==> src/rtl/ekd_pkg.sv <==
// ----------------------------------------------------------------------------
// ekd_pkg
// Shared types and constants of the escape key decoder with cursor.
// ----------------------------------------------------------------------------
package ekd_pkg;

  // Key codes on the result channel
  localparam logic [8:0] KEY_ESC   = 9'd27;
  localparam logic [8:0] KEY_LEFT  = 9'd256;
  localparam logic [8:0] KEY_RIGHT = 9'd257;
  localparam logic [8:0] KEY_UP    = 9'd258;
  localparam logic [8:0] KEY_DOWN  = 9'd259;
  localparam logic [8:0] KEY_PGUP  = 9'd260;
  localparam logic [8:0] KEY_PGDN  = 9'd261;
  localparam logic [8:0] KEY_DEL   = 9'd262;

  // Received characters of interest
  localparam logic [7:0] CH_ESC      = 8'h1b;
  localparam logic [7:0] CH_LBRACKET = 8'h5b;
  localparam logic [7:0] CH_TILDE    = 8'h7e;
  localparam logic [7:0] CH_A        = 8'h41;
  localparam logic [7:0] CH_B        = 8'h42;
  localparam logic [7:0] CH_C        = 8'h43;
  localparam logic [7:0] CH_D        = 8'h44;
  localparam logic [7:0] CH_1        = 8'h31;
  localparam logic [7:0] CH_3        = 8'h33;
  localparam logic [7:0] CH_5        = 8'h35;
  localparam logic [7:0] CH_6        = 8'h36;
  localparam logic [7:0] CH_9        = 8'h39;

  // Configuration register indexes
  localparam int unsigned CFG_IDX_W = 1;
  localparam logic [CFG_IDX_W-1:0] CFG_SCREEN_ROWS = 1'd0;
  localparam logic [CFG_IDX_W-1:0] CFG_SCREEN_COLS = 1'd1;

  // Reset screen size
  localparam logic [9:0] ROWS_RESET = 10'd24;
  localparam logic [9:0] COLS_RESET = 10'd80;

  // Input item
  typedef struct packed {
    logic       mode;
    logic [7:0] in_byte;
  } in_t;

  // Result item
  typedef struct packed {
    logic [8:0] key_code;
    logic [9:0] cursor_x;
    logic [9:0] cursor_y;
  } out_t;

  // Parser to cursor: decoded key event
  typedef struct packed {
    logic       have;
    logic [8:0] code;
  } key_ev_t;

  // Cursor position
  typedef struct packed {
    logic [9:0] x;
    logic [9:0] y;
  } pos_t;

endpackage

==> src/rtl/ekd_parser.sv <==
// ----------------------------------------------------------------------------
// ekd_parser
// Escape sequence parser: turns bytes and timeouts into zero or one key.
// ----------------------------------------------------------------------------
module ekd_parser import ekd_pkg::*; (
  input  logic    clk,
  input  logic    rst_n,
  input  logic    step,
  input  in_t     item,
  output key_ev_t key_ev
);

  typedef enum logic [1:0] {
    PH_IDLE,
    PH_ESC,
    PH_SECOND,
    PH_DIGIT
  } phase_t;

  // Only the digits that can complete a key are worth remembering
  typedef enum logic [1:0] {
    DG_OTHER,
    DG_DEL,
    DG_PGUP,
    DG_PGDN
  } digit_t;

  phase_t     phase_r, phase_nxt;
  logic       bracket_r, bracket_nxt;
  digit_t     digit_r, digit_nxt;
  logic [7:0] b;

  assign b = item.in_byte;

  // Next parse state and decoded key
  always_comb begin
    phase_nxt   = phase_r;
    bracket_nxt = bracket_r;
    digit_nxt   = digit_r;
    key_ev.have = 1'b0;
    key_ev.code = KEY_ESC;
    if (item.mode) begin
      // timeout: abandon any sequence in progress
      key_ev.have = (phase_r != PH_IDLE);
      phase_nxt   = PH_IDLE;
    end else begin
      case (phase_r)
        PH_IDLE: begin
          if (b == CH_ESC) begin
            phase_nxt = PH_ESC;
          end else begin
            key_ev.have = 1'b1;
            key_ev.code = {1'b0, b};
          end
        end
        PH_ESC: begin
          bracket_nxt = (b == CH_LBRACKET);
          phase_nxt   = PH_SECOND;
        end
        PH_SECOND: begin
          key_ev.have = 1'b1;
          phase_nxt   = PH_IDLE;
          if (bracket_r) begin
            case (b)
              CH_A: key_ev.code = KEY_UP;
              CH_B: key_ev.code = KEY_DOWN;
              CH_C: key_ev.code = KEY_RIGHT;
              CH_D: key_ev.code = KEY_LEFT;
              default: begin
                if (b inside {[CH_1:CH_9]}) begin
                  key_ev.have = 1'b0;
                  phase_nxt   = PH_DIGIT;
                  case (b)
                    CH_3:    digit_nxt = DG_DEL;
                    CH_5:    digit_nxt = DG_PGUP;
                    CH_6:    digit_nxt = DG_PGDN;
                    default: digit_nxt = DG_OTHER;
                  endcase
                end
              end
            endcase
          end
        end
        default: begin
          // third byte after ESC [ digit
          key_ev.have = 1'b1;
          phase_nxt   = PH_IDLE;
          if (b == CH_TILDE) begin
            case (digit_r)
              DG_DEL:  key_ev.code = KEY_DEL;
              DG_PGUP: key_ev.code = KEY_PGUP;
              DG_PGDN: key_ev.code = KEY_PGDN;
              default: key_ev.code = KEY_ESC;
            endcase
          end
        end
      endcase
    end
  end

  // Parse state, advanced once per item
  always_ff @(posedge clk) begin
    if (!rst_n) begin
      phase_r   <= PH_IDLE;
      bracket_r <= 1'b0;
      digit_r   <= DG_OTHER;
    end else if (step) begin
      phase_r   <= phase_nxt;
      bracket_r <= bracket_nxt;
      digit_r   <= digit_nxt;
    end
  end

endmodule

==> src/rtl/ekd_cursor.sv <==
// ----------------------------------------------------------------------------
// ekd_cursor
// Cursor position, moved by decoded keys and clamped to the screen size.
// ----------------------------------------------------------------------------
module ekd_cursor import ekd_pkg::*; (
  input  logic       clk,
  input  logic       rst_n,
  input  logic       step,
  input  logic [8:0] key_code,
  input  logic [9:0] screen_rows,
  input  logic [9:0] screen_cols,
  output pos_t       pos_nxt
);

  pos_t        pos_r;
  logic [9:0]  last_col;
  logic [9:0]  last_row;
  logic [10:0] x_inc;
  logic [10:0] y_inc;

  // A zero size counts as one
  assign last_col = (screen_cols == 10'd0) ? 10'd0 : screen_cols - 10'd1;
  assign last_row = (screen_rows == 10'd0) ? 10'd0 : screen_rows - 10'd1;
  assign x_inc    = {1'b0, pos_r.x} + 11'd1;
  assign y_inc    = {1'b0, pos_r.y} + 11'd1;

  // Position after the key
  always_comb begin
    pos_nxt = pos_r;
    case (key_code)
      KEY_LEFT:  pos_nxt.x = (pos_r.x != 10'd0) ? pos_r.x - 10'd1 : 10'd0;
      KEY_RIGHT: pos_nxt.x = (x_inc < {1'b0, last_col}) ? x_inc[9:0] : last_col;
      KEY_UP:    pos_nxt.y = (pos_r.y != 10'd0) ? pos_r.y - 10'd1 : 10'd0;
      KEY_DOWN:  pos_nxt.y = (y_inc < {1'b0, last_row}) ? y_inc[9:0] : last_row;
      KEY_PGUP:  pos_nxt.y = 10'd0;
      KEY_PGDN:  pos_nxt.y = last_row;
      default:   pos_nxt = pos_r;
    endcase
  end

  always_ff @(posedge clk) begin
    if (!rst_n) begin
      pos_r <= '0;
    end else if (step) begin
      pos_r <= pos_nxt;
    end
  end

endmodule

==> src/rtl/escape_key_decoder_cursor.sv <==
// ----------------------------------------------------------------------------
// escape_key_decoder_cursor
// Each item goes from the input register to the result register, which holds any key.
// Throughput: one item per cycle unless a result is held; parser and cursor in one pass.
// Reset (synchronous): parser idle, cursor at 0,0, screen 24 rows by 80 columns.
// ----------------------------------------------------------------------------
module escape_key_decoder_cursor import ekd_pkg::*; (
  input  logic                 clk,
  input  logic                 rst_n,
  input  logic                 in_valid,
  output logic                 in_ready,
  input  in_t                  in_data,
  output logic                 out_valid,
  input  logic                 out_ready,
  output out_t                 out_data,
  input  logic                 cfg_we,
  input  logic [CFG_IDX_W-1:0] cfg_index,
  input  logic [9:0]           cfg_data
);

  logic       in_valid_r;
  in_t        in_data_r;
  logic       out_valid_r;
  out_t       out_data_r;
  logic [9:0] rows_r;
  logic [9:0] cols_r;
  logic       go;
  logic       emit;
  key_ev_t    key_ev;
  pos_t       pos_nxt;

  // The held item moves on when the result register is free or being drained
  assign go       = in_valid_r && (!out_valid_r || out_ready);
  assign emit     = go && key_ev.have;
  assign in_ready = !in_valid_r || go;

  assign out_valid = out_valid_r;
  assign out_data  = out_data_r;

  ekd_parser u_parser (
    .clk    (clk),
    .rst_n  (rst_n),
    .step   (go),
    .item   (in_data_r),
    .key_ev (key_ev)
  );

  ekd_cursor u_cursor (
    .clk         (clk),
    .rst_n       (rst_n),
    .step        (emit),
    .key_code    (key_ev.code),
    .screen_rows (rows_r),
    .screen_cols (cols_r),
    .pos_nxt     (pos_nxt)
  );

  // Configuration registers
  always_ff @(posedge clk) begin
    if (!rst_n) begin
      rows_r <= ROWS_RESET;
      cols_r <= COLS_RESET;
    end else if (cfg_we) begin
      case (cfg_index)
        CFG_SCREEN_ROWS: rows_r <= cfg_data;
        CFG_SCREEN_COLS: cols_r <= cfg_data;
        default: ;
      endcase
    end
  end

  // Input register
  always_ff @(posedge clk) begin
    if (!rst_n) begin
      in_valid_r <= 1'b0;
    end else if (in_valid && in_ready) begin
      in_valid_r <= 1'b1;
    end else if (go) begin
      in_valid_r <= 1'b0;
    end
  end

  always_ff @(posedge clk) begin
    if (in_valid && in_ready) begin
      in_data_r <= in_data;
    end
  end

  // Result register
  always_ff @(posedge clk) begin
    if (!rst_n) begin
      out_valid_r <= 1'b0;
    end else if (go) begin
      out_valid_r <= key_ev.have;
    end else if (out_ready) begin
      out_valid_r <= 1'b0;
    end
  end

  always_ff @(posedge clk) begin
    if (emit) begin
      out_data_r.key_code <= key_ev.code;
      out_data_r.cursor_x <= pos_nxt.x;
      out_data_r.cursor_y <= pos_nxt.y;
    end
  end

endmodule

==> config.mk <==
export PLATFORM = sky130hd
export DESIGN_NAME = escape_key_decoder_cursor
export DESIGN_NICKNAME = d
export VERILOG_FILES = /design/src/rtl/ekd_pkg.sv /design/src/rtl/ekd_parser.sv /design/src/rtl/ekd_cursor.sv /design/src/rtl/escape_key_decoder_cursor.sv
export SDC_FILE = /design/constraint.sdc
export NUM_CORES = 1
export LEC_CHECK = 0
export BUFFER_PORTS_ARGS = -buffer_cell sky130_fd_sc_hd__buf_2
export CORE_MARGIN = 10
export CORE_UTILIZATION = 28
export CTS_BUF_LIST = sky130_fd_sc_hd__clkbuf_2
export CTS_CLUSTER_SIZE = 24
export DETAILED_ROUTE_END_ITERATION = 8
export PLACE_DENSITY = 0.46
export SYNTH_ARGS = -nofsm -noshare
export SYNTH_HDL_FRONTEND = slang
export SYNTH_SLANG_ARGS = --single-unit
==> constraint.sdc <==
create_clock -name clk -period 6.22 [get_ports clk]
set_input_delay 0.311 -clock clk [delete_from_list [all_inputs] [get_ports clk]]
set_output_delay 0.311 -clock clk [all_outputs]
set_load 0.005 [all_outputs]
After elaboration in Yosys (flattened, before gate mapping). Cells that the tools add are included. W data, S select, Z words.

Register bits after elaboration: 85. Input bits: 25. Output and inout port bits: 31. Word-level logic and storage cells: 100.

Add/subtract/negate cells: 6. Order comparisons: 4. Eq/ne operators: 22. Muxes and demuxes: 29. Bitwise operators: 3. Reduce and logical (&&, ||, !) cells: 22.

Operators by type and width (count): $mux W10 (8); $eq A9 B9 Y1 const B (6); $eq A8 B7 Y1 const B (6); $pmux W10 S4 (1); $sub A10 B1 Y10 const B (4); $pmux W9 S4 (1); $pmux W10 S3 (1); $pmux W9 S3 (1); $eq A8 B6 Y1 const B (3); $add A10 B1 Y11 const B (2); $lt A11 B10 Y1 (2); $logic_not A10 Y1 (2); $pmux W10 S2 (1); $reduce_bool A10 Y1 (2); $mux W9 (2); $pmux W2 S3 (2); $mux W2 (5); $eq A8 B5 Y1 const B (1); $ge A8 B6 Y1 const B (1); $le A8 B6 Y1 const B (1); $mux W1 (7); $eq A2 B2 Y1 const B (3); $reduce_and A2 Y1 (3); $reduce_and A6 Y1 (1); other kinds (10) (20).

Depth between registers and ports, before layout.
Depth in word-level cells: 9. Depth in mapped cells: 16. Mapped depth without buffers: 15.

By module. A second synthesis with hierarchy kept.

Cell total of the unflattened synthesis: 670. Area total of the unflattened synthesis: 5864.4 um2.

Modules (own cells, without submodules): ekd_cursor (times used 1, cells an instance 447, area an instance 3161.8 um2, sequential area each 400.4 um2); escape_key_decoder_cursor (times used 1, cells an instance 134, area an instance 2026.9 um2, sequential area each 1581.5 um2); ekd_parser (times used 1, cells an instance 89, area an instance 675.6 um2, sequential area each 100.1 um2).

Worst setup path after synthesis. Ideal clock, no wire load.

Path kind: register -> register. Start: register rows_r[2]. End: register out_data_r, in the netlist out_data[9] (data pin). Library setup time: 0.266 ns. Arrival: 3.462 ns. Required time: 5.954 ns. Slack: 2.492 ns. Cell stages (with the launch flop): 14. Path buffers: 1. Period minus slack after synthesis: 3.728 ns. Path through: dfxtp_1 -> or4_1 -> nor4b_2 -> nand2_1 -> nand2_1 -> ha_1 -> a21oi_1 -> and3_1 -> o221ai_1 -> or2_2 -> clkbuf_2 -> mux2_2 -> a221oi_1 -> o21ai_0.

RTL lines: start, declared (line escape_key_decoder_cursor.sv:25) `logic [9:0] rows_r;`; start signal, assigned (line escape_key_decoder_cursor.sv:65) `CFG_SCREEN_ROWS: rows_r <= cfg_data;`; end, declared (line escape_key_decoder_cursor.sv:24) `out_t out_data_r;`.

==> flow_summary_export.csv <==
group,metric,value,unit
timing,fin_skew,0.0602,ns
synth,synth_nets,725,
synth,synth_top_area_share,19.8,%
synth,synth_edf_count,38,
global_routing,antenna_found_initial,1,
run,maxCapViolCount,0,
synth,syn-cell-area,5750,µm²
synth,synth_top_area_cell,"edfxtp_1",
route,ant_nets,0,
die,pin_count,56,
synth,synth-seq-cells,85,
clock_tree,cts_hold_buf,22,
timing,maxSlewViolCount,0,
critical_path,path_common_cell,"nand2_1",
timing,final-setup-viol-count,0,
min_path,hp-start,"cfg_index",
critical_path,crit_type,"reg -> reg",
pwr,ir_worst_vdd,96.0,µV
clock_tree,clk_latency,0.59,ns
global_routing,overflow,0,
timing,setup_tns,0,ns
place,routabilityCongestion,0.906,
route,first_iter_violations,319,
timing,post-route-period-util,67.1,%
die,core,20200,µm²
die,die_x,163,µm
route,drc,0,
route,vias_per_cell,5.12,
synth,netlist-cell-type-count,79,
timing,min_period,4.17,ns
pwr,p_per_area,174,nW/µm²
clock_tree,cts_buffers,9,
synth,syn-instance-count,674,
synth,yosys-top-cells-area,"edfxtp_1, dfxtp_1, nand2_1, ha_1, xnor2_1",
pwr,p_leak,0.00253,µW
synth,yosys-top-cells-count,"nand2_1, dfxtp_1, edfxtp_1, nor2_1, o21ai_0",
route,wl_per_cell,15.8,µm
die,rows,52,
synth,yosysSeqAreaShare,36.2,%
global_routing,track_usage,11.8,%
global_routing,grt_first_pass_wirelength,25600,µm
critical_path,slowest_stage,"or4_1",
final_layout,fillers,2095,
die,initial_core_util,28.4,%
timing,clock.fmax,240,MHz
place,portBuffers,55,
critical_path,end_kind,"register",
critical_path,cp-start-kind,"register",
synth,synth_area_per_cell,8.53,µm²
route,drtPass1Iterations,5,
min_path,hold_path.class,"in -> reg",
clock_tree,postCtsSetupBuffers,0,
place,dp_hpwl,12000,µm
route,wirelength,15800,µm
timing,rsz0062_at_grt,"false",
critical_path,worstPathArrival,4.56,ns
synth,yosysMostFrequentCell,"nand2_1",
clock_tree,cts-resized-gates,0,
synth,synth_warnings,0,
critical_path,cp_max_fo,7,
critical_path,reg2reg_from,"rows_r[2]",
synth,ys_async_sr_fraction,0,%
clock_tree,cts_tree,"built",
synth,synth_ff_type,"dfxtp_1",
clock_tree,clockBufferDepth,2,
timing,max_slew.worst_pin.slew,0.848,ns
clock_tree,clkSinkCount,85,
clock_tree,cts.clk_slew.worst_paths,0.27,ns
critical_path,cpPeakStageDelay,0.60,ns
timing,relSlewSlack,43.5,%
clock_tree,cts_max_level,3,
final_layout,layout-drive-gt1-share,14.2,%
final_layout,final_core_util,32.3,%
global_routing,grt_max_degree,50,
final_layout,syn_to_final_growth,13.6,%
final_layout,fin_nets,777,
global_routing,grt_pass1_vias,5097,
clock_tree,cts_root_buffer,"clkbuf_2",
critical_path,crit_path_start,"rows_r[2]",
die,die_h,163,µm
critical_path,required,6.61,ns
die,dieArea,26700,µm²
route,vias,5139,
run_status,status,"completed",
timing,final_hold_viol_count,0,
critical_path,cp_cell_sequence,"or4_1 -> nor4b_2 -> nand2_1 -> nand2_1 -> ha_1 -> a21oi_1 -> and3_1 -> o221ai_1 -> nor2_1 -> mux2_2 -> a221oi_1 -> o21ai_0",
-- per-layer routing --
metal  global-route usage (%)  routed length (µm)  vias up
li1                         -                   -     2529
met1                     14.1                7070     2471
met2                     20.4                7890      113
met3                     2.29                 571       26
met4                     4.51                 298        0
met5                        0                   0        -
-- metrics by stage --
stage	cells	cell area [µm²]	worst slack [ns]	hold WS, ns	power, µW
floorplan	674	5750	2.49	0.410	778
global placement	963	6200	2.15	0.489	829
detailed placement	963	6200	2.00	0.489	833
CTS	1001	6530	2.02	0.0754	1150
global route	1002	6530	1.74	0.127	1200
finish	1003	6530	2.05	0.155	1130
-- state kept, by name, indices dropped and copies added (netlist names) --
register,cells
u_parser.digit_r,2
u_parser.bracket_r,1
in_data_r,9
in_valid_r,1
rows_r,10
u_cursor.pos_r,20
u_parser.phase_r,2
out_data,29
cols_r,10
out_valid,1
-- cell families (layout without fill, tap and decap cells) --
group | after synthesis | in the layout | synth area share [%]
AO/OA/AOI/OAI | 156 | 156 | 18.9
XOR/XNOR | 35 | 35 | 5.33
adder cells (fa/ha/maj) | 26 | 26 | 5.66
buffers and inverters | 68 | 125 | 5.07
flip-flops | 85 | 85 | 36.2
multiplexers | 15 | 15 | 2.68
other | 0 | 2 | 0
AND/OR/NAND/NOR | 289 | 289 | 26.1
-- cell type report --
cell class | instances | area (µm²) | area share [%]
Antenna cell | 2 | 5.00 | 0.0766
Inverter | 31 | 116 | 1.78
Sequential cell | 85 | 2080 | 31.9
Clock inverter | 5 | 56.3 | 0.862
Clock buffer | 11 | 55.1 | 0.843
Tap cell | 270 | 338 | 5.17
Timing Repair Buffer | 78 | 503 | 7.70
Multi-Input combinational cell | 521 | 3380 | 51.7
-- report_power, final --
group | leakage, µW | switching [µW] | internal, µW
logic | 0.00171 | 115 | 85.5
clock network | 0.0000772 | 205 | 98.0
registers | 0.000741 | 26.1 | 605
-- cell usage in the layout, fill, tap and decap left out, types with 12 or more instances in the layout --
master and instances:
nand2_1 102, buf_2 55, dfxtp_1 47, edfxtp_1 38, nor2_1 37, o21ai_0 36
a21oi_1 32, inv_1 30, ha_1 26, xnor2_1 24, nand3_1 23, dlygate4sd3_1 22
nor3_1 21, and2_1 16, a21boi_0 16, nor2b_1 12, mux2i_1 12
-- critical path, delay by kind of cell, from the launching register on --
family	cells	cell delay [ns]
flip-flops	1	0.41
multiplexers	1	0.39
AND/OR/NAND/NOR	6	2.08
adder cells (fa/ha/maj)	1	0.28
AO/OA/AOI/OAI	4	0.83
-- worst paths after layout --
| check | endpoint | slack [ns] | cells after the start |
|---|---|---|---|
| setup / recovery | out_data[7] | 2.05 | 12 |
| hold / removal | rows_r[7] | 0.16 | 4 |
| setup reg to reg | out_data[7] | 2.05 | 12 |
| hold reg to reg | cols_r[7] | 0.53 | 2 |
No activity file was read; power rests on OpenSTA's default activity.
